[config.mk]
export PLATFORM = sky130hd
export DESIGN_NAME = k2id_fifo
export DESIGN_NICKNAME = d
export VERILOG_FILES = /design/src/design/k2id_fifo.sv
export SDC_FILE = /design/constraint.sdc
export NUM_CORES = 1
export LEC_CHECK = 0
export ABC_AREA = 1
export BUFFER_PORTS_ARGS = -buffer_cell sky130_fd_sc_hd__buf_2
export CAP_MARGIN = 10
export CORE_MARGIN = 3
export CORE_UTILIZATION = 52
export CTS_CLUSTER_SIZE = 24
export DETAILED_ROUTE_END_ITERATION = 10
export PLACE_DENSITY = 0.88
export SLEW_MARGIN = 40
export SYNTH_ARGS = -nofsm -noshare
export SYNTH_HDL_FRONTEND = slang
export SYNTH_SLANG_ARGS = --single-unit
[constraint.sdc]
create_clock -name i_clk -period 3.5 [get_ports i_clk]
set_input_delay 0.7 -clock i_clk [delete_from_list [all_inputs] [get_ports i_clk]]
set_output_delay 0.7 -clock i_clk [all_outputs]
set_load 0.005 [all_outputs]
[src/design/k2id_fifo.sv]
// Two-entry queue between the hashing front end and the probe engine.
module k2id_fifo #(
    parameter int W = 41
) (
    input  logic         i_clk,
    input  logic         i_rst_n,
    input  logic         i_wr_valid,
    output logic         o_wr_ready,
    input  logic [W-1:0] i_wr_data,
    output logic         o_rd_valid,
    output logic [W-1:0] o_rd_data,
    input  logic         i_rd_pop
);

    logic [W-1:0] r_mem [2];
    logic         r_wp;
    logic         r_rp;
    logic [1:0]   r_cnt;
    logic         w_push;
    logic         w_pop;

    assign o_wr_ready = (r_cnt != 2'd2);
    assign o_rd_valid = (r_cnt != 2'd0);
    assign o_rd_data  = r_mem[r_rp];
    assign w_push     = i_wr_valid && o_wr_ready;
    assign w_pop      = i_rd_pop && o_rd_valid;

    always_ff @(posedge i_clk) begin
        if (!i_rst_n) begin
            r_wp  <= 1'b0;
            r_rp  <= 1'b0;
            r_cnt <= 2'd0;
        end else begin
            if (w_push) begin
                r_wp <= ~r_wp;
            end
            if (w_pop) begin
                r_rp <= ~r_rp;
            end
            r_cnt <= r_cnt + {1'b0, w_push} - {1'b0, w_pop};
        end
    end

    always_ff @(posedge i_clk) begin
        if (w_push) begin
            r_mem[r_wp] <= i_wr_data;
        end
    end

endmodule

==> reports/qor_table.md <==
| Item | Value | Unit |
| --- | --- | --- |
| Outcome | completed | - |
| Vias in the first global route | 1,804 | - |
| Hold Path Class | register to register | - |
| Area of the mapped netlist | 3410 | um2 |
| Number of register bits inferred by synthesis | 87 | - |
| Crit-path max cell delay | 770 | ps |
| Sinks on the clock net | 87 | - |
| Gpl congestion | 0.783 | - |
| YS warnings | 0 | - |
| Clock root buffer | clkbuf_8 | - |
| Arrival @ worst endpoint | 1870 | ps |
| Routed wire length per instance | 16.1 | um |
| Clock H-tree levels | 3 | - |
| Die span in y | 86.9 | um |
| Kind of capture point of the worst setup path | output port | - |
| Detailed-router iteration count before antenna repair | 4 | - |
| NumNets Final | 308 | - |
| Area fraction of the dominant cell type after synthesis | 72.3 | % |
| Vias after detailed routing | 1,708 | - |
| Remaining antenna violation count | 0 | - |
| Fraction of final layout cells sized beyond drive strength 1 | 54.3 | % |
| Most common cell after layout, fill and taps aside | buf_2 | - |
| Sequential fraction of the synthesis area | 75.2 | % |
| Library cell with the largest summed area after synthesis | edfxtp_1 | - |
| Worst setup path endpoint | o_rd_data[39] | - |
| Largest vdd supply drop | 0.476 | mV |
| End-of-flow core utilization | 66.2 | % |
| R2r setup slk | 1810 | ps |
| Clock transition time at the flip-flop clock pins of the worst setup and hold paths | 80 | ps |
| Actual transition at the worst max-transition pin | 688 | ps |
| Unrepaired setup endpoints after global routing | no | - |
| Critical path's slowest cell | dfxtp_2 | - |
| Clock tree from TritonCTS | built | - |
| Die area | 7560 | um2 |
| Tmin final | 2570 | ps |
| Post-synthesis net count | 211 | - |
| Die width | 86.9 | um |
| Core Region | 6130 | um2 |
| Total cell area at the placement stage | 3890 | um2 |
| Final non-filler cell area | 4060 | um2 |
| Headroom to the max-slew limit | 54.1 | % |
| Max Clock Skew | 7.48 | ps |
| Antenna violations before repair | 0 | - |
| Required time reported for the critical path endpoint | 2800 | ps |
| Total setup buffers inserted after CTS | 0 | - |
| CP delay by family, top | flip-flops | - |
| Number of top-level design ports | 88 | - |
| I/O Buffers | 87 | - |
| Max-cap violations | 0 | - |
| Post-synthesis instance total | 164 | - |
| Critical register-to-register path startpoint | r_cnt[0] | - |
| Number of buffers created by CTS | 9 | - |
| Overflow left after global routing | 0 | - |
| Average vias per placed instance | 5.02 | - |
| Max Buffers Root-to-Sink | 2 | - |
| Clock Latency Late Sink | 340 | ps |
| Library cells used by synthesis | 12 | - |
| Total of cells resized after clock tree synthesis | 0 | - |
| Number of inserted diodes | 0 | - |
| DRC violation total after the first TritonRoute iteration | 79 | - |
| Biggest fanout along the worst timing path | 22 | - |
| Final slew viol count | 0 | - |
| Reg2reg path depth | 10 | - |
| Setup TNS | 0 | ps |
| Cell Rows | 28 | - |
| Syn_area_per_cell | 20.8 | um2 |
| Final setup violation count | 0 | - |
| Total routed wirelength | 5460 | um |
| Total stage count of the critical path | 3 | - |
| Fraction of the cycle the final worst path needs | 73.5 | % |
| WS Path Type | register to output port | - |
| Multi-input combinational cell area | 733 | um2 |
| Achievable frequency | 0.389 | GHz |
| HPWL after detailed placement | 3860 | um |
| FF+latch area | 2560 | um2 |
| Startpoint class of the critical path | register | - |
| Area grow syn2layout | 19.2 | % |
| Hold buffer count at cts | 0 | - |
| Main area contributors after synthesis | edfxtp_1 72%, mux2_4 18%, dfxtp_1 2.9% | - |
| Largest net degree at the start of global routing | 42 | - |
| Fill cell instance count of the final layout | 414 | - |
| Pleak | 1.64 | nW |
| GRT Overall Usage | 15.5 | % |
| Power per unit of standard cell area | 655 | nW/um2 |
| Highest-count cells in the layout ignoring fill and taps | 87 x buf_2, 82 x edfxtp_1, 40 x mux2_4 | - |
| Terminus of the critical flop-to-flop path | r_cnt[1] | - |
| Cells along the critical path | buf_12, mux2_4, buf_2 | - |
| Drt drc | 0 | - |
| Initial standard-cell utilization of the core | 55.6 | % |
| Count of buffer and inverter cells on the critical path | 2 | - |
| Final Hold Vio Count | 0 | - |
| Wire length of the first global-routing pass | 8460 | um |
power breakdown:
part / internal, W / total, W / switching [W]
clock network: 0.000252 / 0.000550 / 0.000299
logic: 0.000403 / 0.000706 / 0.000303
registers: 0.00132 / 0.00140 / 0.0000847
registers in the layout (all words and copies together) (netlist names), named ones only:
name,cells
r_mem,82
r_cnt,2
r_rp,1
r_wp,1
worst register-to-register path, stage by stage (launching register included):
cell,delay [ps]
dfxtp_1,380
inv_1,70
nand2_1,120
nand2_1,130
ha_1,300
inv_1,40
ha_1,190
inv_1,60
nand2_1,80
a21oi_1,160
nor2_1,60
per-stage QoR:
stage | cells | setup WS (ps) | total power (W) | hold WS [ps]
after floorplan | 164 | 566 | 0.00191 | 467
after global placement | 324 | 1280 | 0.00209 | 483
after detailed placement | 324 | 1240 | 0.00213 | 505
after CTS | 339 | 896 | 0.00268 | 522
after global routing | 340 | 823 | 0.00281 | 519
final | 340 | 928 | 0.00266 | 516
area by class of cell:
class                      count  share of cell area [%]
timing repair buffer          91                    12.2
clock inverter                 2                   0.216
clock buffer                  13                    3.42
tap                           75                    2.31
inverter                       7                   0.647
sequential                    87                    63.1
multi-input combinational     65                    18.1
cell usage after synthesis:
library cell  count
a21oi_1           2
buf_12            4
buf_6             1
dfxtp_1           5
edfxtp_1         82
ha_1              2
inv_1             7
mux2_2            1
mux2_4           40
nand2_1           9
nand3_1           3
nor2_1            8
metal layers:
layer | GRT usage (%) | vias up | wire length, um
li1 | - | 814 | -
met1 | 18.7 | 815 | 2180
met5 | 0 | - | 0
met4 | 7.65 | 0 | 74
met2 | 24.8 | 72 | 2740
met3 | 5.49 | 7 | 460
kinds of logic after synthesis:
kind of cell	Yosys count	synth area share, %
DFF	87	75.2
muxes	41	18.0
and+or+nand+nor	20	2.31
buffers and inverters	12	3.45
AOI/OAI and AO/OA	2	0.294
adders and majority gates	2	0.735
worst min path at each step:
stage | cells past startpoint | endpoint | startpoint
after floorplan | 2 | register | r_rp
after global placement | 2 | r_rp | r_rp
after detailed placement | 2 | r_rp | r_rp
after CTS | 1 | r_mem[1][0] | i_wr_data[0]
after global routing | 1 | r_mem[0][15] | i_wr_data[15]
final | 2 | r_rp | r_rp
No activity file was read; power rests on OpenSTA's default activity.
