### config.mk
export PLATFORM = sky130hd
export DESIGN_NAME = k2id_front
export DESIGN_NICKNAME = d
export VERILOG_FILES = /design/src/design/k2id_pkg.sv /design/src/design/k2id_front.sv
export SDC_FILE = /design/constraint.sdc
export NUM_CORES = 1
export LEC_CHECK = 0
export BUFFER_PORTS_ARGS = -buffer_cell sky130_fd_sc_hd__buf_2
export CORE_ASPECT_RATIO = 2
export CORE_MARGIN = 2
export CORE_UTILIZATION = 40
export DETAILED_ROUTE_END_ITERATION = 10
export MAX_ROUTING_LAYER = met4
export PLACE_DENSITY_LB_ADDON = 0.08
export SLEW_MARGIN = 20
export SYNTH_ARGS = -nofsm -noshare
export SYNTH_HDL_FRONTEND = slang
export SYNTH_SLANG_ARGS = --single-unit
### constraint.sdc
create_clock -name i_clk -period 2.2 [get_ports i_clk]
set_clock_uncertainty 0.15 [all_clocks]
set_input_delay 0.22 -clock i_clk [delete_from_list [all_inputs] [get_ports i_clk]]
set_output_delay 0.22 -clock i_clk [all_outputs]
set_load 0.02 [all_outputs]
### src/design/k2id_pkg.sv
// Shared types and constants for the key to sequential id map.
package k2id_pkg;

    localparam int KEY_W   = 32;
    localparam int ID_W    = 16;

    typedef enum logic [1:0] {
        ST_FOUND    = 2'd0,
        ST_INSERTED = 2'd1,
        ST_FULL     = 2'd2,
        ST_ZERO     = 2'd3
    } t_status;

    typedef enum logic [1:0] {
        BS_CLEAR,
        BS_IDLE,
        BS_PROBE
    } t_bstate;

    // One table slot: key zero marks an empty slot.
    typedef struct packed {
        logic [KEY_W-1:0] key;
        logic [ID_W-1:0]  id;
    } t_slot_word;

endpackage

### src/design/k2id_front.sv
// Front end: accepts keys, flags zero keys and computes the home slot.
module k2id_front #(
    parameter int TABLE_SIZE = 256,
    localparam int IDX_W     = $clog2(TABLE_SIZE),
    localparam int FW        = 1 + k2id_pkg::KEY_W + IDX_W
) (
    input  logic                      i_clk,
    input  logic                      i_rst_n,
    input  logic                      i_enable,
    input  logic                      i_valid,
    input  logic [k2id_pkg::KEY_W-1:0] i_key,
    output logic                      o_ready,
    output logic                      o_push_valid,
    output logic [FW-1:0]             o_push_data,
    input  logic                      i_push_ready
);
    import k2id_pkg::*;

    localparam bit  IS_POW2 = ((TABLE_SIZE & (TABLE_SIZE - 1)) == 0);
    // key / N = (key * RECIP) >> RSH, exact for every 32-bit key
    localparam int  RSH     = KEY_W + IDX_W;
    localparam int  RECIP_W = KEY_W + 1;
    localparam logic [RECIP_W-1:0] RECIP = RECIP_W'(((64'd1 << RSH) / TABLE_SIZE) + 64'd1);
    localparam logic [KEY_W-1:0]   N_K   = KEY_W'(TABLE_SIZE);

    logic             r_busy;
    logic             r_hold;
    logic             r_zero;
    logic             r_phase;
    logic [KEY_W-1:0] r_key;
    logic [KEY_W-1:0] r_quo;
    logic [IDX_W-1:0] r_rem;
    logic [2*KEY_W:0] w_prod;
    logic [KEY_W-1:0] w_rem;
    logic             w_acc;
    logic             w_push;

    assign o_ready      = i_enable && !r_busy && (!r_hold || i_push_ready);
    assign w_acc        = i_valid && o_ready;
    assign o_push_valid = r_hold;
    assign w_push       = r_hold && i_push_ready;
    assign o_push_data  = {r_zero, r_key, r_rem};

    // Remainder in two steps: reciprocal multiply, then multiply-subtract.
    assign w_prod = {{(KEY_W + 1){1'b0}}, r_key} * {{KEY_W{1'b0}}, RECIP};
    assign w_rem  = r_key - (r_quo * N_K);

    always_ff @(posedge i_clk) begin
        if (!i_rst_n) begin
            r_busy <= 1'b0;
            r_hold <= 1'b0;
        end else begin
            if (w_acc) begin
                if (IS_POW2 || (i_key == '0)) begin
                    r_hold <= 1'b1;
                end else begin
                    r_hold <= 1'b0;
                    r_busy <= 1'b1;
                end
            end else if (r_busy && r_phase) begin
                r_busy <= 1'b0;
                r_hold <= 1'b1;
            end else if (w_push) begin
                r_hold <= 1'b0;
            end
        end
    end

    always_ff @(posedge i_clk) begin
        if (w_acc) begin
            r_key   <= i_key;
            r_zero  <= (i_key == '0);
            r_phase <= 1'b0;
            // final slot for a power-of-two size and for a zero key
            r_rem   <= i_key[IDX_W-1:0];
        end else if (r_busy) begin
            r_phase <= 1'b1;
            if (!r_phase) begin
                r_quo <= KEY_W'(w_prod >> RSH);
            end else begin
                r_rem <= w_rem[IDX_W-1:0];
            end
        end
    end

endmodule

==> metrics.csv, run 1 <==
stage;metric;value;unit
yosys;dominant cells by area after synthesis;edfxtp_1, buf_4, nor4_1;
floorplan;DIE HEIGHT;80.8;um
yosys;#FFs+latches synth;34;
drt;uppermost routed layer;met4;
drt;Post-Route M1 WL;880;um
power_and_ir_drop;leakage power;0.000836;uW
power_and_ir_drop;Peak VDD IR;0.701;mV
setup_path;WP data arrival;1.50;ns
final_layout;final instance area;1960;sq um
power_and_ir_drop;Power Dens Cells;709;nW/um^2
grt;All-Layer GR Usage;0.181;
drt;WL/cell;14.0;um
sta;max frequency;665;MHz
setup_path;critical path endpoint category;flip-flop;
drt;routed wl met2;1.62;mm
outcome;status;complete, no violations;
yosys;Ys Warns;0;
final_layout;# fillers;196;
setup_path;R2R setup slack;0.73;ns
run;Max-Cap Viols;0;
setup_path;crit-path cells;dlygate4sd3_1, buf_2, nor4_1, nand4_1, nor2_1;
drt;Routed WL;2.78;mm
floorplan;Initial Util;0.426;
floorplan;number of cell rows;27;
final_layout;FF/Latch Area;1010;sq um
setup_path;Max FO, Critical Path;2;
cts;clock insertion delay at the later pin of the skew report;0.28;ns
cts;# clock sinks;34;
setup_path;Crit Path Class;in -> reg;
yosys;post-synthesis sequential area ratio;0.857;
sta;TNS Setup;0;ns
setup_path;reg2reg end;r_key[20];
grt;first-pass GRT wire length;4.29;mm
cts;Setup Buffers After CTS;0;
setup_path;CP max stage delay;0.54;ns
yosys;cell count after synthesis;59;
drt;vias;926;
yosys;syn_area_per_cell;20.0;sq um
floorplan;io pins;80;
hold_path;endpoint of the worst hold-timing path;o_push_valid;
floorplan;chip width;42.4;um
sta;Slew HR;0.730;
placement;Final Wtd Congestion;0.709;
final_layout;ant diodes;0;
drt;Residual DRC;0;
setup_path;CP bufs+invs;2;
grt;initial antenna violation count;0;
sta;Max Slew Vio Count;0;
cts;clock transition at the registers of the reported paths;0.07;ns
yosys;Synth area leader;edfxtp_1;
sta;Period minus WS final;1.50;ns
cts;H-Tree Depth;2;
sta;Final Cycle Share;0.684;
final_layout;Final #Nets;206;
sta;Least-Margin Pin Slew;0.405;ns
setup_path;slowest CP cell;dlygate4sd3_1;
sta;# setup viols final;0;
setup_path;Top Family by Delay on Critical Path;buffers and inverters;
setup_path;RR Startpoint;o_push_valid;
yosys;Net Count, Synth;96;
sta;RSZ-0062 raised after global routing;no;
placement;Port Buffer Count;79;
cts;clk buf depth;2;
final_layout;multi-input logic area;97.6;sq um
setup_path;Worst Setup Start Kind;primary input;
cts;total CTS buffers;5;
hold_path;Hold Crit Class;in -> reg;
drt;via/cell ratio;4.65;
sta;Hold Worst Slack;0.0268;ns
cts;CTS tree;built;
drt;Post-DRT Antenna Nets;0;
setup_path;Worst EP required;2.19;ns
grt;grt total ovfl;0;
floorplan;core area;2770;sq um
yosys;Mapped Area;1180;sq um
hold_path;Worst Hold Launch;i_rst_n;
drt;WL met3;216;um
floorplan;Die Area;3430;sq um
final_layout;share of layout cells above drive strength 1;0.518;
grt;vias in the first global route;996;
drt;drt pass-1 iters;4;
placement;Placed Area;1550;sq um
grt;pin count of the biggest net entering global routing;34;
setup_path;Reg2Reg Depth;4;
yosys;Netlist cell types;12;
cts;Root Buffer;clkbuf_8;
sta;final hold vios;0;
drt;DR iter-0 viols;12;
hold_path;hold depth;2;
final_layout;Area growth, synth to finish;66.4;%
yosys;post-synth top area share;0.840;
==> cell families after synthesis <==
logic type / after synthesis / synth area share
flops: 34 / 0.857
simple gates: 14 / 0.0763
buf+inv: 10 / 0.0604
compound gates: 1 / 0.00637
==> power breakdown <==
| group | internal [uW] | switching [uW] | total, uW | leakage [uW] |
|---|---|---|---|---|
| Combinational | 86.3 | 93.3 | 180 | 0.000472 |
| Sequential | 744 | 7.69 | 751 | 0.000316 |
| Clock | 252 | 209 | 461 | 0.0000482 |
==> per-layer routing <==
metal / up-vias / GRT usage
met1: 420 / 0.159
met3: 7 / 0.0511
met2: 52 / 0.337
met5: - / -
met4: 0 / 0.0938
li1: 447 / -
==> metrics by stage <==
stage,power [uW],setup WS (ns),util,cells
after detailed placement,903,0.719,0.560,159
final,1390,0.696,0.709,199
after global routing,1450,0.564,0.709,199
after floorplan,836,0.427,-,59
after CTS,1410,0.653,0.709,199
after global placement,897,0.786,0.560,159
==> what timing repair did <==
item	4_1_cts	5_1_grt
resized for setup	0	0
endpoints found under the hold margin	32	0
setup endpoints to repair	0	0
hold buffers	32	0
==> cell usage after synthesis <==
master	count
nand2b_1	1
nor4_2	1
buf_4	9
nand3_1	1
and2_1	1
nor2_1	1
nor4_1	7
inv_1	1
edfxtp_1	33
nand4_1	2
dfxtp_1	1
a21boi_1	1
==> flip-flops by register name, indices dropped and copies added (netlist names) <==
signal and count:
r_zero 1, r_key 32, o_push_valid 1
==> layout make-up <==
type / instances / share of cell area
repair buffers: 112 / 0.368
multi-input cells: 15 / 0.0497
clock inverters: 1 / 0.00255
clock buffers: 7 / 0.0440
well taps: 29 / 0.0185
flip-flops and latches: 34 / 0.515
inverters: 1 / 0.00191
==> worst max-delay path by stage <==
stage                      start         to  slack (ns)  cells past startpoint
finish                 i_key[19]     r_zero        0.70                      5
global route           i_key[16]     r_zero        0.56                      5
CTS                    i_key[16]     r_zero        0.65                      5
detailed placement  i_push_ready  r_key[11]        0.72                      5
global placement    i_push_ready   r_key[8]        0.79                      5
floorplan           o_push_valid   r_key[0]        0.43                      3
==> cells in the final DEF (no fill, tap or decap), drive strengths merged <==
master	instances
buf	80
edfxtp	33
dlygate4sd3	32
nor4	8
clkbuf	7
nand4	2
nand2b	1
nand3	1
inv	1
and2	1
nor2	1
a21boi	1
clkinv	1
dfxtp	1
(Power assumes the default switching activity.)
==> run 2: changes to the inputs <==
clock period = 1.5 ns   (was 2.2 ns; I/O delays follow)
==> run 2 against run 1 <==
Net effect:
- wire length rose by 4.9%
- flip-flop and latch count unchanged
- global-route usage is 0.94 points higher
- setup slack got worse by 0.57 ns
- combinational power rose by 59%
- final area up 3.8%
- non-clock buffer count increased by 1
- register-to-register slack got worse by 0.53 ns
- largest cell class unchanged
- largest power group unchanged
==> metrics.csv, run 2 (same netlist as run 1, synthesis figures left out) <==
stage;metric;value;unit;change
placement;post-detail-place hpwl;1.86;mm;
hold_path;Worst Hold Launch;i_push_ready;;
power_and_ir_drop;Peak VDD IR;1.01;mV;+44%
setup_path;CP startpoint;i_key[9];;
cts;clock transition at the registers of the reported paths;0.06;ns;about the same
setup_path;critical path endpoint category;flip-flop;;
final_layout;Final #Nets;207;;+0.49%
drt;Post-DRT Antenna Nets;0;;unchanged
grt;grt total ovfl;0;;unchanged
setup_path;Max FO, Critical Path;2;;unchanged
floorplan;Initial Util;0.426;;unchanged
drt;via/cell ratio;4.66;;about the same
cts;clock insertion delay at the later pin of the skew report;0.27;ns;about the same
final_layout;final instance area;2040;sq um;+3.8%
setup_path;Reg2Reg Depth;4;;unchanged
final_layout;commonest non-fill, non-tap cells in the layout;buf_2, dlygate4sd3_1, edfxtp_1, clkbuf_8, nor4_2;;
setup_path;CP max stage delay;0.54;ns;about the same
sta;Least-Margin Pin Slew;0.283;ns;-0.122 ns
placement;Final Wtd Congestion;0.780;;+10%
final_layout;Reg with most FFs;r_key;;
run;Max-Cap Viols;0;;unchanged
final_layout;ant diodes;0;;unchanged
sta;max frequency;725;MHz;
floorplan;core area;2770;sq um;unchanged
floorplan;Die Area;3430;sq um;unchanged
final_layout;post-route insts no fill;200;;+0.50%
setup_path;Worst Setup Start Kind;primary input;;
cts;total CTS buffers;5;;unchanged
setup_path;Setup crit end;r_zero;;
drt;drt pass-1 iters;3;;-1
setup_path;Worst path depth;5;;unchanged
cts;# clock sinks;34;;unchanged
cts;clk buf depth;2;;unchanged
setup_path;Top Family by Delay on Critical Path;buffers and inverters;;
setup_path;reg2reg end;r_key[21];;
placement;Port Buffer Count;79;;unchanged
cts;H-Tree Depth;2;;unchanged
sta;# setup viols final;0;;unchanged
setup_path;WP data arrival;1.37;ns;-0.13 ns
grt;first-pass GRT wire length;4.59;mm;+6.9%
setup_path;CP bufs+invs;2;;unchanged
final_layout;share of layout cells above drive strength 1;0.556;;+0.0379
floorplan;chip width;42.4;um;unchanged
final_layout;Area growth, synth to finish;72.6;%;
sta;Hold Worst Slack;0.0348;ns;+0.00800 ns
cts;Root Buffer;clkbuf_8;;
drt;vias;931;;+0.54%
power_and_ir_drop;leakage power;0.000843;uW;+0.76%
sta;RSZ-0062 raised after global routing;no;;
sta;TNS Setup;0;ns;unchanged
outcome;status;complete, no violations;;
placement;Placed Area;1590;sq um;+2.6%
sta;Slew HR;0.809;;+0.0794
placement;# placed instances;159;;unchanged
sta;final hold vios;0;;unchanged
floorplan;number of cell rows;27;;unchanged
setup_path;R2R setup slack;0.20;ns;-0.53 ns
grt;initial antenna violation count;0;;unchanged
grt;pin count of the biggest net entering global routing;30;;-12%
final_layout;final core utilization;0.735;;+0.0266
drt;WL/cell;14.6;um;+4.4%
setup_path;Crit Path Class;in -> reg;;
drt;Residual DRC;0;;unchanged
setup_path;RR Startpoint;o_push_valid;;
final_layout;max reg flops;32;;unchanged
grt;All-Layer GR Usage;0.191;;+0.00943
setup_path;crit-path cells;dlygate4sd3_1, buf_2, nor4_1, nand4_1, nor2_1;;
sta;Period minus WS final;1.38;ns;
drt;Routed WL;2.92;mm;+4.9%
floorplan;io pins;80;;unchanged
drt;DR iter-0 viols;8;;-4
sta;Final Cycle Share;0.919;;
setup_path;Worst EP required;1.49;ns;-0.70 ns
hold_path;Hold Crit Class;in -> reg;;
final_layout;commonest non-fill, non-tap cell in the layout;buf_2;;
power_and_ir_drop;Power Dens Cells;984;nW/um^2;+39%
cts;CTS tree;built;;
grt;vias in the first global route;1003;;+0.70%
floorplan;DIE HEIGHT;80.8;um;unchanged
setup_path;slowest CP cell;dlygate4sd3_1;;
sta;Max Slew Vio Count;0;;unchanged
[run 2: per-layer routing]
metal | global-route usage | up-vias | part of all wire
li1 | - | 444 | -
met1 | 0.192 | 431 | 0.34
met2 | 0.343 | 51 | 0.57
met3 | 0.0511 | 5 | 0.069
met4 | 0.0750 | 0 | 0.019
met5 | - | - | 0
[run 2: final cells by class]
type / instances / area (sq um)
clock buffers: 6 / 72.6
clock inverters: 2 / 8.76
fillers: 191 / 733
inverters: 1 / 7.51
multi-input cells: 15 / 151
flip-flops and latches: 34 / 1010
well taps: 29 / 36.3
repair buffers: 113 / 746
[run 2: worst min-delay path: cells and delay by family]
family / cells / cell delay [ns]
AOI/OAI and AO/OA: 1 / 0.06
buffers and inverters: 1 / 0.07
and+or+nand+nor: 1 / 0.13
[run 2: repair_timing]
| item | 4_1_cts | 5_1_grt |
|---|---|---|
| setup endpoints to repair | 0 | 1 |
| hold buffers | 33 | 0 |
| gates resized for setup | 0 | 5 |
| hold endpoints to repair | 33 | 0 |
| setup buffers | 0 | 0 |
[run 2: per-stage QoR]
stage / total power [uW] / worst slack (ns)
global placement: 1330 / 0.234
detailed placement: 1330 / 0.208
CTS: 2010 / 0.00568
floorplan: 1230 / 0.00662
finish: 2000 / 0.121
global route: 2090 / 0.00123
[run 2: how the worst min path moves through the flow]
stage	endpoint	slack [ns]	depth (start not counted)
floorplan	r_key[0]	0.1	0
detailed placement	r_key[0]	0.19	1
CTS	o_push_valid	0.02	3
global route	o_push_valid	0.03	3
global placement	r_key[27]	0.19	1
finish	o_push_valid	0.03	3
[run 2: report_power, final]
| group | leakage, uW | internal [uW] | switching, uW |
|---|---|---|---|
| clock | 0.0000426 | 318 | 296 |
| combinational | 0.000483 | 138 | 149 |
| sequential | 0.000317 | 1090 | 12.0 |
| total | 0.000843 | 1550 | 458 |
