$ cat src/design/k2id_pkg.sv
// Shared types and constants for the key to sequential id map.
package k2id_pkg;

    localparam int KEY_W   = 32;
    localparam int ID_W    = 16;

    typedef enum logic [1:0] {
        ST_FOUND    = 2'd0,
        ST_INSERTED = 2'd1,
        ST_FULL     = 2'd2,
        ST_ZERO     = 2'd3
    } t_status;

    typedef enum logic [1:0] {
        BS_CLEAR,
        BS_IDLE,
        BS_PROBE
    } t_bstate;

    // One table slot: key zero marks an empty slot.
    typedef struct packed {
        logic [KEY_W-1:0] key;
        logic [ID_W-1:0]  id;
    } t_slot_word;

endpackage

$ cat src/design/k2id_back.sv
// Probe engine: clears the table, probes linearly, inserts and drives results.
module k2id_back #(
    parameter int TABLE_SIZE = 256,
    localparam int IDX_W     = $clog2(TABLE_SIZE),
    localparam int FW        = 1 + k2id_pkg::KEY_W + IDX_W
) (
    input  logic                     i_clk,
    input  logic                     i_rst_n,
    output logic                     o_enable,
    input  logic                     i_q_valid,
    input  logic [FW-1:0]            i_q_data,
    output logic                     o_q_pop,
    output logic                     o_we,
    output logic [IDX_W-1:0]         o_waddr,
    output k2id_pkg::t_slot_word     o_wdata,
    output logic [IDX_W-1:0]         o_raddr,
    input  k2id_pkg::t_slot_word     i_rdata,
    output logic                     o_valid,
    output logic [k2id_pkg::ID_W-1:0] o_small_id,
    output k2id_pkg::t_status        o_status,
    input  logic                     i_ready
);
    import k2id_pkg::*;

    localparam logic [IDX_W-1:0] LAST = IDX_W'(TABLE_SIZE - 1);

    t_bstate          r_state, n_state;
    logic [IDX_W-1:0] r_slot, n_slot;
    logic [IDX_W-1:0] r_cnt, n_cnt;
    logic [IDX_W-1:0] r_clr, n_clr;
    logic [ID_W-1:0]  r_next_id, n_next_id;
    logic             r_ov;
    logic [ID_W-1:0]  r_id;
    t_status          r_st;

    logic             q_zero;
    logic [KEY_W-1:0] q_key;
    logic [IDX_W-1:0] q_slot;
    logic             w_free;
    logic             w_empty;
    logic             w_match;
    logic             w_load;
    logic [ID_W-1:0]  w_id;
    t_status          w_st;
    logic [IDX_W-1:0] w_slot_inc;

    assign {q_zero, q_key, q_slot} = i_q_data;
    assign w_free     = !r_ov || i_ready;
    assign w_empty    = (i_rdata.key == '0);
    assign w_match    = (i_rdata.key == q_key);
    assign w_slot_inc = (r_slot == LAST) ? '0 : r_slot + 1'b1;
    assign o_enable   = (r_state != BS_CLEAR);

    always_comb begin
        n_state   = r_state;
        n_slot    = r_slot;
        n_cnt     = r_cnt;
        n_clr     = r_clr;
        n_next_id = r_next_id;
        o_raddr   = r_slot;
        o_we      = 1'b0;
        o_waddr   = r_slot;
        o_wdata   = '{key: q_key, id: r_next_id};
        o_q_pop   = 1'b0;
        w_load    = 1'b0;
        w_id      = '0;
        w_st      = ST_ZERO;
        unique case (r_state)
            BS_CLEAR: begin
                o_we    = 1'b1;
                o_waddr = r_clr;
                o_wdata = '0;
                n_clr   = r_clr + 1'b1;
                if (r_clr == LAST) begin
                    n_state = BS_IDLE;
                end
            end
            BS_IDLE: begin
                if (i_q_valid) begin
                    if (q_zero) begin
                        if (w_free) begin
                            w_load  = 1'b1;
                            o_q_pop = 1'b1;
                        end
                    end else begin
                        o_raddr = q_slot;
                        n_slot  = q_slot;
                        n_cnt   = '0;
                        n_state = BS_PROBE;
                    end
                end
            end
            BS_PROBE: begin
                // read data belongs to r_slot
                priority if (w_empty || w_match || (r_cnt == LAST)) begin
                    if (w_free) begin
                        w_load  = 1'b1;
                        o_q_pop = 1'b1;
                        n_state = BS_IDLE;
                        priority if (w_empty) begin
                            o_we      = 1'b1;
                            w_id      = r_next_id;
                            w_st      = ST_INSERTED;
                            n_next_id = r_next_id + 1'b1;
                        end else if (w_match) begin
                            w_id = i_rdata.id;
                            w_st = ST_FOUND;
                        end else begin
                            w_st = ST_FULL;
                        end
                    end
                end else begin
                    o_raddr = w_slot_inc;
                    n_slot  = w_slot_inc;
                    n_cnt   = r_cnt + 1'b1;
                end
            end
            default: begin
                n_state = BS_IDLE;
            end
        endcase
    end

    always_ff @(posedge i_clk) begin
        if (!i_rst_n) begin
            r_state   <= BS_CLEAR;
            r_clr     <= '0;
            r_next_id <= ID_W'(1);
            r_ov      <= 1'b0;
        end else begin
            r_state   <= n_state;
            r_clr     <= n_clr;
            r_next_id <= n_next_id;
            if (w_load) begin
                r_ov <= 1'b1;
            end else if (i_ready) begin
                r_ov <= 1'b0;
            end
        end
    end

    always_ff @(posedge i_clk) begin
        r_slot <= n_slot;
        r_cnt  <= n_cnt;
        if (w_load) begin
            r_id <= w_id;
            r_st <= w_st;
        end
    end

    assign o_valid    = r_ov;
    assign o_small_id = r_id;
    assign o_status   = r_st;

`ifndef SYNTHESIS
    a_probe_has_job: assert property (@(posedge i_clk) disable iff (!i_rst_n)
        (r_state == BS_PROBE) |-> (i_q_valid && !q_zero))
        else $error("probing without a nonzero job at the queue head");
    a_write_legal: assert property (@(posedge i_clk) disable iff (!i_rst_n)
        o_we |-> ((r_state == BS_CLEAR) || ((r_state == BS_PROBE) && w_empty)))
        else $error("table write outside clear or insert");
    a_id_advance: assert property (@(posedge i_clk) disable iff (!i_rst_n)
        (w_load && (w_st == ST_INSERTED)) |=> (r_next_id == $past(r_next_id) + 1'b1))
        else $error("id counter did not advance on insert");
    a_zero_id: assert property (@(posedge i_clk) disable iff (!i_rst_n)
        (r_ov && ((r_st == ST_ZERO) || (r_st == ST_FULL))) |-> (r_id == '0))
        else $error("zero-key or full result carries a nonzero id");
`endif

endmodule

$ cat config.mk
export PLATFORM = sky130hd
export DESIGN_NAME = k2id_back
export DESIGN_NICKNAME = d
export VERILOG_FILES = /design/src/design/k2id_pkg.sv /design/src/design/k2id_back.sv
export SDC_FILE = /design/constraint.sdc
export NUM_CORES = 1
export LEC_CHECK = 0
export ABC_AREA = 1
export ABC_CLOCK_PERIOD_IN_PS = 3650
export BUFFER_PORTS_ARGS = -buffer_cell sky130_fd_sc_hd__buf_2
export CORE_ASPECT_RATIO = 0.7
export CORE_MARGIN = 2
export CORE_UTILIZATION = 40
export DETAILED_ROUTE_END_ITERATION = 8
export PLACE_DENSITY = 0.68
export SYNTH_ARGS = -nofsm -noshare
export SYNTH_HDL_FRONTEND = slang
export SYNTH_SLANG_ARGS = --single-unit
$ cat constraint.sdc
create_clock -name i_clk -period 3.65 [get_ports i_clk]
set_input_delay 0.365 -clock i_clk [delete_from_list [all_inputs] [get_ports i_clk]]
set_output_delay 0.365 -clock i_clk [all_outputs]
set_load 0.05 [all_outputs]
==> flow_summary.toml, run 1 <==
[outcome]
outcome = "finished, final reports clean"

[logic_synthesis]
async_flop_share_pct = 0
ys.flop_type = "dfxtp_1"
synth_top_area_cell = "edfxtp_1"
ys_seq_area_share_pct = 34.0
netlist_area_um2 = 4360
ys_ff_latch = 61
syn_avg_cell_area_um2 = 6.59
synth_top_cell_area_share_pct = 17.9
synth_cell_types = 32
synthCells = 661
yosys_warnings = 0
synth_nets = 761
synthTopCellsByArea = "edfxtp_1, dfxtp_1, nand2_1"
synth_edf_count = 26

[grt]
grt_max_degree = 38
grt.overflow.total = 0
grt_pass1_vias = 4414
antenna_found_initial = 0
grt_pass1_wl_um = 21300
grt_use_total_pct = 22.5

[power_and_ir_drop]
p_switching_mw = 1.51
p_seq_share_pct = 27.6
intPower_mw = 1.84
power.leakage_nw = 2.80
pwr-share-clk_pct = 28.5
ir_worst_vdd_mv = 0.693
switching_share_pct = 45.0
power.density_nw_per_um2 = 589
comb_power_share_pct = 43.8

[place]
gp_congestion = 0.919
post-place-cells = 956
place_area_um2 = 5360
port_buffers = 178
hpwl_um = 10500

[min_path]
min_path_type = "in -> reg"

[cells_and_area]
num_antenna_cells = 0
layout_commonest_cell = "buf_2"
n_fill_cell = 1038
finalNonFillerCells = 972
drive_gt1_share_pct = 26.0
nNetsFinal = 935
final_cell_mix = "buf_2, nand2_1, nor2_1"
design_area_um2 = 5690
syn_to_final_growth_pct = 30.6

[route]
avgViaCountPerCell = 4.93
drc_errors = 0
firstDrtPassIters = 5
wire_per_inst_um = 13.6
vias = 4796
ant_nets = 0
dr.first_iter.drc_count = 218
totalWireLength_um = 13200

[setup_path]
crit_path_cell_trace = "ha_1, nand2_1, inv_1, nand2_1, nor2_1, nand2_1, nor2_1, nand2_2, nand3_4, nand2_4, nand2_1, nand2_1, nor2_1, buf_2"
cp.arrival_ns = 2.62
slowest_delay_ns = 0.37
crit_top_cell = "nand2_1"
cp_slowest_cell = "edfxtp_1"
worst_setup_path_end_kind = "output pin"
path_max_fanout = 8
worstSetupStartpointType = "flip-flop"
criticalPathCategory = "reg -> out"
cp.required_ns = 3.28

[timing]
skew_ns = 0.00558
slew_headroom_pct = 46.1
fin_setup_tns_ns = 0
worstMarginPinSlew_ns = 0.809
holdWs_ns = 0.280
hold_viol = 0
fmax_mhz = 335
fin_crit_sh_pct = 81.8
setup_viol = 0
rsz0062_at_grt = "no"
slew_viol_final = 0
min_period_ns = 2.99

[floorplanning]
die_x_um = 129
start_util_pct = 41.6
rows = 31
io_pins = 179
dieArea_um2 = 11800
die_h_um = 91.3
core_area_um2 = 10500

[clock_tree]
cts_tree = "built"
root_buffer = "clkbuf_16"
clockBufferDepth = 2
cts_made_buffers = 9
insertion_delay_ns = 0.33
numClockSinks = 61
clkSlewWorstSetupHoldPaths_ns = 0.05
cts_setup_buffers = 0
cts_hold_buf = 0
htree_num_levels = 3
cts_resized = 0

[job]
maxCapViolations = 0
-- cell usage after synthesis (2+ instances only) --
cell,instances
nor3_1,12
clkinv_1,2
o21ai_2,9
a31oi_1,2
inv_1,91
nand2_4,3
nor2_4,2
a21oi_1,35
clkbuf_1,15
dfxtp_1,35
buf_2,2
ha_1,7
nand4_1,13
edfxtp_1,26
o31ai_1,2
xor2_1,16
nor2_1,106
nor4_1,2
nand2_1,154
nand3_1,61
o21ai_0,30
inv_2,4
xnor2_1,23
-- power groups by stage --
stage / registers (mW) / logic, mW / clock network [mW]
detailed placement: 0.938 / 1.47 / 0
global placement: 0.931 / 1.46 / 0
finish: 0.927 / 1.47 / 0.958
global route: 0.944 / 1.58 / 1.00
CTS: 0.925 / 1.47 / 0.975
floorplan: 0.922 / 1.10 / 0
-- registers in the layout (all words and copies together) (netlist names) --
| register | flops |
|---|---|
| o_small_id | 16 |
| r_next_id | 16 |
| r_clr | 8 |
| r_cnt | 8 |
| r_slot | 8 |
| o_status | 2 |
| r_state | 2 |
| o_valid | 1 |
-- critical path, delay by kind of cell (launching register included) --
family | cells | cell delay (ns)
DFF | 1 | 0.37
and+or+nand+nor | 11 | 1.33
buffers and inverters | 2 | 0.40
adders and majority gates | 1 | 0.18
-- kinds of logic (layout without fill, tap and decap cells) --
family	after synthesis	after routing	synth area share [%]
simple gates	357	357	35.4
compound gates	81	81	10.4
buf+inv	116	295	10.3
fa+ha+maj	7	7	2.01
xor+xnor	39	39	7.84
flops	61	61	34.0
-- routing by layer --
metal / part of all wire, % / vias up / GRT usage, %
li1: - / 2457 / -
met1: 48 / 2130 / 32.6
met2: 43 / 191 / 33.6
met3: 8.4 / 18 / 5.60
met4: 0.95 / 0 / 5.34
met5: 0 / - / 0
-- through the flow --
step	setup WS [ns]	util (%)	total power, mW
after floorplan	0.376	-	2.02
after global placement	0.834	51.2	2.39
after detailed placement	0.791	51.2	2.40
after CTS	0.687	54.4	3.37
after global routing	0.433	54.4	3.53
final	0.664	54.4	3.36
-- final timing paths --
check	start	end	slack (ns)	cells after the start
min	i_rst_n	r_next_id[0]	0.28	2
max	r_cnt[0]	o_q_pop	0.66	14
min reg2reg	r_state[0]	r_state[0]	0.49	2
max reg2reg	r_cnt[0]	r_cnt[7]	1.01	12
-- layout make-up --
type | instances | area, um2 | area share [%]
flip-flops and latches | 61 | 1480 | 26.0
inverters | 97 | 364 | 6.39
clock inverters | 5 | 98.8 | 1.74
multi-input cells | 484 | 2430 | 42.7
well taps | 132 | 165 | 2.90
repair buffers | 182 | 921 | 16.2
clock buffers | 11 | 233 | 4.09
Note: power is estimated with default switching activity, not from simulation.
==> inputs of run 2 (changes only) <==
--- a/config.mk
+++ b/config.mk
@@ -6,7 +6,7 @@
 export NUM_CORES = 1
 export LEC_CHECK = 0
 export ABC_AREA = 1
-export ABC_CLOCK_PERIOD_IN_PS = 3650
+export ABC_CLOCK_PERIOD_IN_PS = 2800
 export BUFFER_PORTS_ARGS = -buffer_cell sky130_fd_sc_hd__buf_2
 export CORE_ASPECT_RATIO = 0.7
 export CORE_MARGIN = 2
==> constraint.sdc (replaced) <==
create_clock -name i_clk -period 2.8 [get_ports i_clk]
set_input_delay 0.28 -clock i_clk [delete_from_list [all_inputs] [get_ports i_clk]]
set_output_delay 0.28 -clock i_clk [all_outputs]
set_load 0.05 [all_outputs]
==> run 2 against run 1 <==
  * Sequential power up 31%
  * Die area unchanged
  * Design area increased by 2.0%
  * First-iteration DRC count is 40% higher
  * Clock-buffer cell count increased by 1
  * Hold slack lost 0.085 ns
  * Utilization up 1.1 points
  * Via count is 1.1% higher
  * Clock skew up 0.0011 ns
  * Clock power up 24%
  * Critical endpoint unchanged
  * Largest cell class unchanged
==> flow_summary.toml, run 2 (synthesized netlist as in run 1, its figures left out) <==
[outcome]
outcome = "finished, final reports clean"

[timing]
fin_setup_tns_ns = 0
setup_viol = 0
skew_ns = 0.00670
hold_viol = 0
rsz0062_at_grt = "no"
fin_crit_sh_pct = 94.1
fmax_mhz = 380
min_period_ns = 2.63
slew_headroom_pct = 46.8
slew_viol_final = 0
worstMarginPinSlew_ns = 0.798

[floorplanning]
start_util_pct = 41.6
io_pins = 179
rows = 31
core_area_um2 = 10500
die_h_um = 91.3
die_x_um = 129
dieArea_um2 = 11800

[power_and_ir_drop]
intPower_mw = 2.38
p_seq_share_pct = 27.7
pwr-share-clk_pct = 27.3
comb_power_share_pct = 44.9
power.leakage_nw = 2.86
ir_worst_vdd_mv = 0.758
power.density_nw_per_um2 = 752
p_switching_mw = 1.99
switching_share_pct = 45.5

[cells_and_area]
num_antenna_cells = 0
layout_commonest_cell = "buf_2"
nNetsFinal = 948
final_cell_mix = "buf_2, nand2_1, nor2_1"
multi_input_area_um2 = 2450
drive_gt1_share_pct = 27.5
finalNonFillerCells = 985
syn_to_final_growth_pct = 33.3
n_fill_cell = 1059
design_area_um2 = 5810
regArea_um2 = 1480

[route]
wl_met2_um = 5850
dr.first_iter.drc_count = 306
vias = 4849
met1_length_um = 6490
wire_per_inst_um = 13.6
wl_met3_um = 887
avgViaCountPerCell = 4.92
totalWireLength_um = 13400
top_layer = "met4"
ant_nets = 0
firstDrtPassIters = 5
drc_errors = 0

[place]
place_area_um2 = 5410
hpwl_um = 10500
gp_congestion = 0.901
post-place-cells = 962
port_buffers = 178

[setup_path]
worstSetupStartpointType = "flip-flop"
cp.required_ns = 2.52
worst_setup_path_end_kind = "output pin"
criticalPathCategory = "reg -> out"
cp.arrival_ns = 2.35
path_max_fanout = 7
rrSetupSlack_ns = 0.39

[job]
maxCapViolations = 0

[clock_tree]
numClockSinks = 61
htree_num_levels = 3
clkSlewWorstSetupHoldPaths_ns = 0.05
insertion_delay_ns = 0.33
clockBufferDepth = 2
root_buffer = "clkbuf_16"
cts_tree = "built"
cts_made_buffers = 9

[grt]
grt_use_total_pct = 23.2
grt_pass1_wl_um = 21900
grt_pass1_vias = 4642
grt_max_degree = 36
antenna_found_initial = 0
grt.overflow.total = 0

[min_path]
min_path_type = "in -> reg"
==> run 2: repair_timing <==
item | in CTS | in global routing
setup buffers | 0 | 7
gates resized for setup | 3 | 7
gates cloned | 0 | 0
pin swaps | 0 | 1
setup endpoints to repair | 2 | 4
hold buffers | 0 | 0
==> run 2: final cells by class <==
type,instances,area share (%)
flip-flops and latches,61,25.5
multi-input cells,484,42.1
clock inverters,4,1.25
repair buffers,195,17.8
well taps,132,2.84
clock buffers,12,4.24
inverters,97,6.27
==> run 2: power groups by stage <==
stage | sequential, mW | clock (mW) | combinational (mW)
after floorplan | 1.20 | 0 | 1.43
after global placement | 1.22 | 0 | 1.91
after detailed placement | 1.22 | 0 | 1.92
after CTS | 1.21 | 1.21 | 1.94
after global routing | 1.23 | 1.25 | 2.12
final | 1.21 | 1.19 | 1.96
==> run 2: layer usage <==
metal / track usage [%] / vias up
met5: 0 / -
met4: 6.25 / 0
met3: 4.95 / 19
met2: 35.5 / 166
met1: 32.9 / 2184
li1: - / 2480
==> run 2: worst max-delay path: stages, from the launching register on <==
cell,delay [ns]
edfxtp_1,0.38
ha_1,0.18
nand2_1,0.06
inv_1,0.07
nand2_1,0.07
nor2_1,0.12
nand2_1,0.08
nor2_2,0.12
nand2_2,0.12
nand3_4,0.15
nand2_4,0.10
nand2_1,0.07
nand2_1,0.10
nor2_4,0.23
buf_6,0.19
==> run 2: path summary, 6_finish.rpt <==
path	end	start	depth (start not counted)
hold reg to reg	r_state[0]	r_state[0]	2
hold / removal	r_next_id[0]	i_rst_n	2
setup reg to reg	o_small_id[13]	r_cnt[0]	14
setup / recovery	o_q_pop	r_cnt[0]	14
==> run 2: through the flow <==
step                      setup slack, ns  power (mW)  hold slack (ns)  utilization, %
after floorplan                    0.0636        2.63            0.364               -
after global placement              0.340        3.13            0.471            51.7
after detailed placement            0.252        3.15            0.486            51.7
after CTS                          0.0329        4.36            0.186            54.8
after global routing              0.00323        4.60            0.222            55.5
final                               0.166        4.37            0.195            55.5
==> inputs of run 3 (changes only) <==
--- a/config.mk
+++ b/config.mk
@@ -8,11 +8,12 @@
 export ABC_AREA = 1
 export ABC_CLOCK_PERIOD_IN_PS = 2800
 export BUFFER_PORTS_ARGS = -buffer_cell sky130_fd_sc_hd__buf_2
-export CORE_ASPECT_RATIO = 0.7
-export CORE_MARGIN = 2
+export CORE_ASPECT_RATIO = 0.75
+export CORE_MARGIN = 3
 export CORE_UTILIZATION = 40
 export DETAILED_ROUTE_END_ITERATION = 8
 export PLACE_DENSITY = 0.68
+export SETUP_SLACK_MARGIN = 0.05
 export SYNTH_ARGS = -nofsm -noshare
 export SYNTH_HDL_FRONTEND = slang
 export SYNTH_SLANG_ARGS = --single-unit
==> run 3 against run 2 <==
  * Maximum frequency decreased by 0.13%
  * Sequential share of layout area decreased by 0.33 points
  * Highest routed layer unchanged
  * Via count about the same
  * Critical path type unchanged
  * Register-to-register slack got worse by 0.02 ns
  * Clock power increased by 16%
==> flow_summary.toml, run 3 (synthesized netlist as in run 1, its figures left out) <==
[outcome]
outcome = "finished, final reports clean"

[grt]
grt.overflow.total = 0
grt_pass1_wl_um = 21100
grt_pass1_vias = 4452
antenna_found_initial = 0
grt_use_total_pct = 21.2
grt_max_degree = 39

[min_path]
hold_start = "i_rst_n"
hold_depth = 2
min_path_type = "in -> reg"
hold-path-endpoint = "r_next_id[0]"

[timing]
rsz0062_at_grt = "no"
slew_headroom_pct = 48.3
fin_crit_sh_pct = 94.2
worstMarginPinSlew_ns = 0.775
fmax_mhz = 379
min_period_ns = 2.64
fin_setup_tns_ns = 0
holdWs_ns = 0.208
hold_viol = 0
slew_viol_final = 0
skew_ns = 0.00529
setup_viol = 0

[route]
ant_nets = 0
dr.first_iter.drc_count = 296
totalWireLength_um = 13100
avgViaCountPerCell = 4.92
drc_errors = 0
firstDrtPassIters = 5
vias = 4852
wire_per_inst_um = 13.3

[clock_tree]
clkSlewWorstSetupHoldPaths_ns = 0.05
numClockSinks = 61
htree_num_levels = 3
cts_made_buffers = 9
root_buffer = "clkbuf_16"
insertion_delay_ns = 0.33
clockBufferDepth = 2
cts_tree = "built"

[setup_path]
crit_path_cell_trace = "ha_2, nand2_1, inv_1, nand2_2, nor2_2, nand2_1, nor2_2, nand2_2, buf_4, nand4_1, nand3_1, a22oi_1, clkbuf_4"
cp_slowest_cell = "edfxtp_1"
cp.required_ns = 2.52
criticalPathCategory = "reg -> out"
path_max_fanout = 4
worst_setup_path_end_kind = "output pin"
r2r_cells = 14
r2r_start = "r_cnt[0]"
timing.rr.end = "o_small_id[6]"
cp.arrival_ns = 2.36
worstSetupStartpointType = "flip-flop"
rrSetupSlack_ns = 0.37
slowest_delay_ns = 0.39

[place]
place_area_um2 = 5430
gp_congestion = 0.913
port_buffers = 178
hpwl_um = 10400

[cells_and_area]
nNetsFinal = 945
final_core_util_pct = 56.3
syn_to_final_growth_pct = 35.0
drive_gt1_share_pct = 28.1
layout_commonest_cell = "buf_2"
num_antenna_cells = 0
final_cell_mix = "buf_2, nand2_1, nor2_1"
design_area_um2 = 5880

[floorplanning]
dieArea_um2 = 12200
rows = 32
core_area_um2 = 10500
die_h_um = 96.4
start_util_pct = 41.7
io_pins = 179
die_x_um = 127

[power_and_ir_drop]
ir_worst_vdd_mv = 0.941
power.density_nw_per_um2 = 788
power.leakage_nw = 2.88

[job]
maxCapViolations = 0
-- run 3: cell count changes in the layout (fill, tap and decap cells not counted), moves of 2 or more --
| cell | change |
|---|---|
| buf_2 | -4 |
| buf_4 | -4 |
| buf_6 | +3 |
| bufinv_16 | +2 |
| clkbuf_1 | -2 |
| nor2_2 | +2 |
-- run 3: area by class of cell --
class	instances	area [um2]
clock inverters	7	146
multi-input cells	484	2450
well taps	136	170
repair buffers	192	1040
fillers	1005	4570
flip-flops and latches	61	1480
clock buffers	9	225
inverters	97	364
-- run 3: worst max path at each step --
stage	start	endpoint	slack (ns)	cells past startpoint
after detailed placement	r_cnt[0]	o_small_id[1]	0.33	14
after global placement	r_cnt[0]	o_small_id[0]	0.47	14
after global routing	r_cnt[0]	o_raddr[5]	0.02	15
after floorplan	r_cnt[0]	o_small_id[0]	0.06	13
final	r_cnt[0]	o_raddr[6]	0.16	13
after CTS	r_cnt[0]	o_raddr[1]	0.03	14
-- run 3: per-stage QoR --
step | power (mW) | cells | setup slack [ns]
floorplan | 2.63 | 661 | 0.0636
global placement | 3.14 | 966 | 0.469
detailed placement | 3.16 | 966 | 0.330
CTS | 4.56 | 982 | 0.0296
global route | 4.89 | 986 | 0.0163
finish | 4.64 | 986 | 0.162
-- run 3: per-layer routing --
metal	wire, um	global-route usage [%]	vias up
met5	0	0	-
met4	125	4.11	0
met3	983	4.89	14
met2	5940	34.6	184
met1	6080	29.1	2171
li1	-	-	2483
-- run 3: critical path: cells and delay by family (launching register included) --
| kind | cells | cell delay (ns) |
|---|---|---|
| flip-flops | 1 | 0.39 |
| AND/OR/NAND/NOR | 8 | 0.73 |
| AO/OA/AOI/OAI | 1 | 0.18 |
| buffers and inverters | 3 | 0.53 |
| adder cells (fa/ha/maj) | 1 | 0.20 |
-- run 3: repair_timing --
item                                    CTS  global route
gates resized for setup                   3            20
cloned                                    0             0
setup buffers                             0             4
hold endpoints to repair                  0             0
endpoints found under the setup margin    3             9
pin swaps                                 0             3
hold buffers                              0             0
-- run 3: power breakdown --
part / leakage (nW) / total [mW] / switching, mW / internal, mW
clock network: 0.180 / 1.38 / 0.414 / 0.965
registers: 0.558 / 1.21 / 0.133 / 1.08
logic: 2.14 / 2.04 / 1.48 / 0.560
total: 2.88 / 4.64 / 2.03 / 2.61
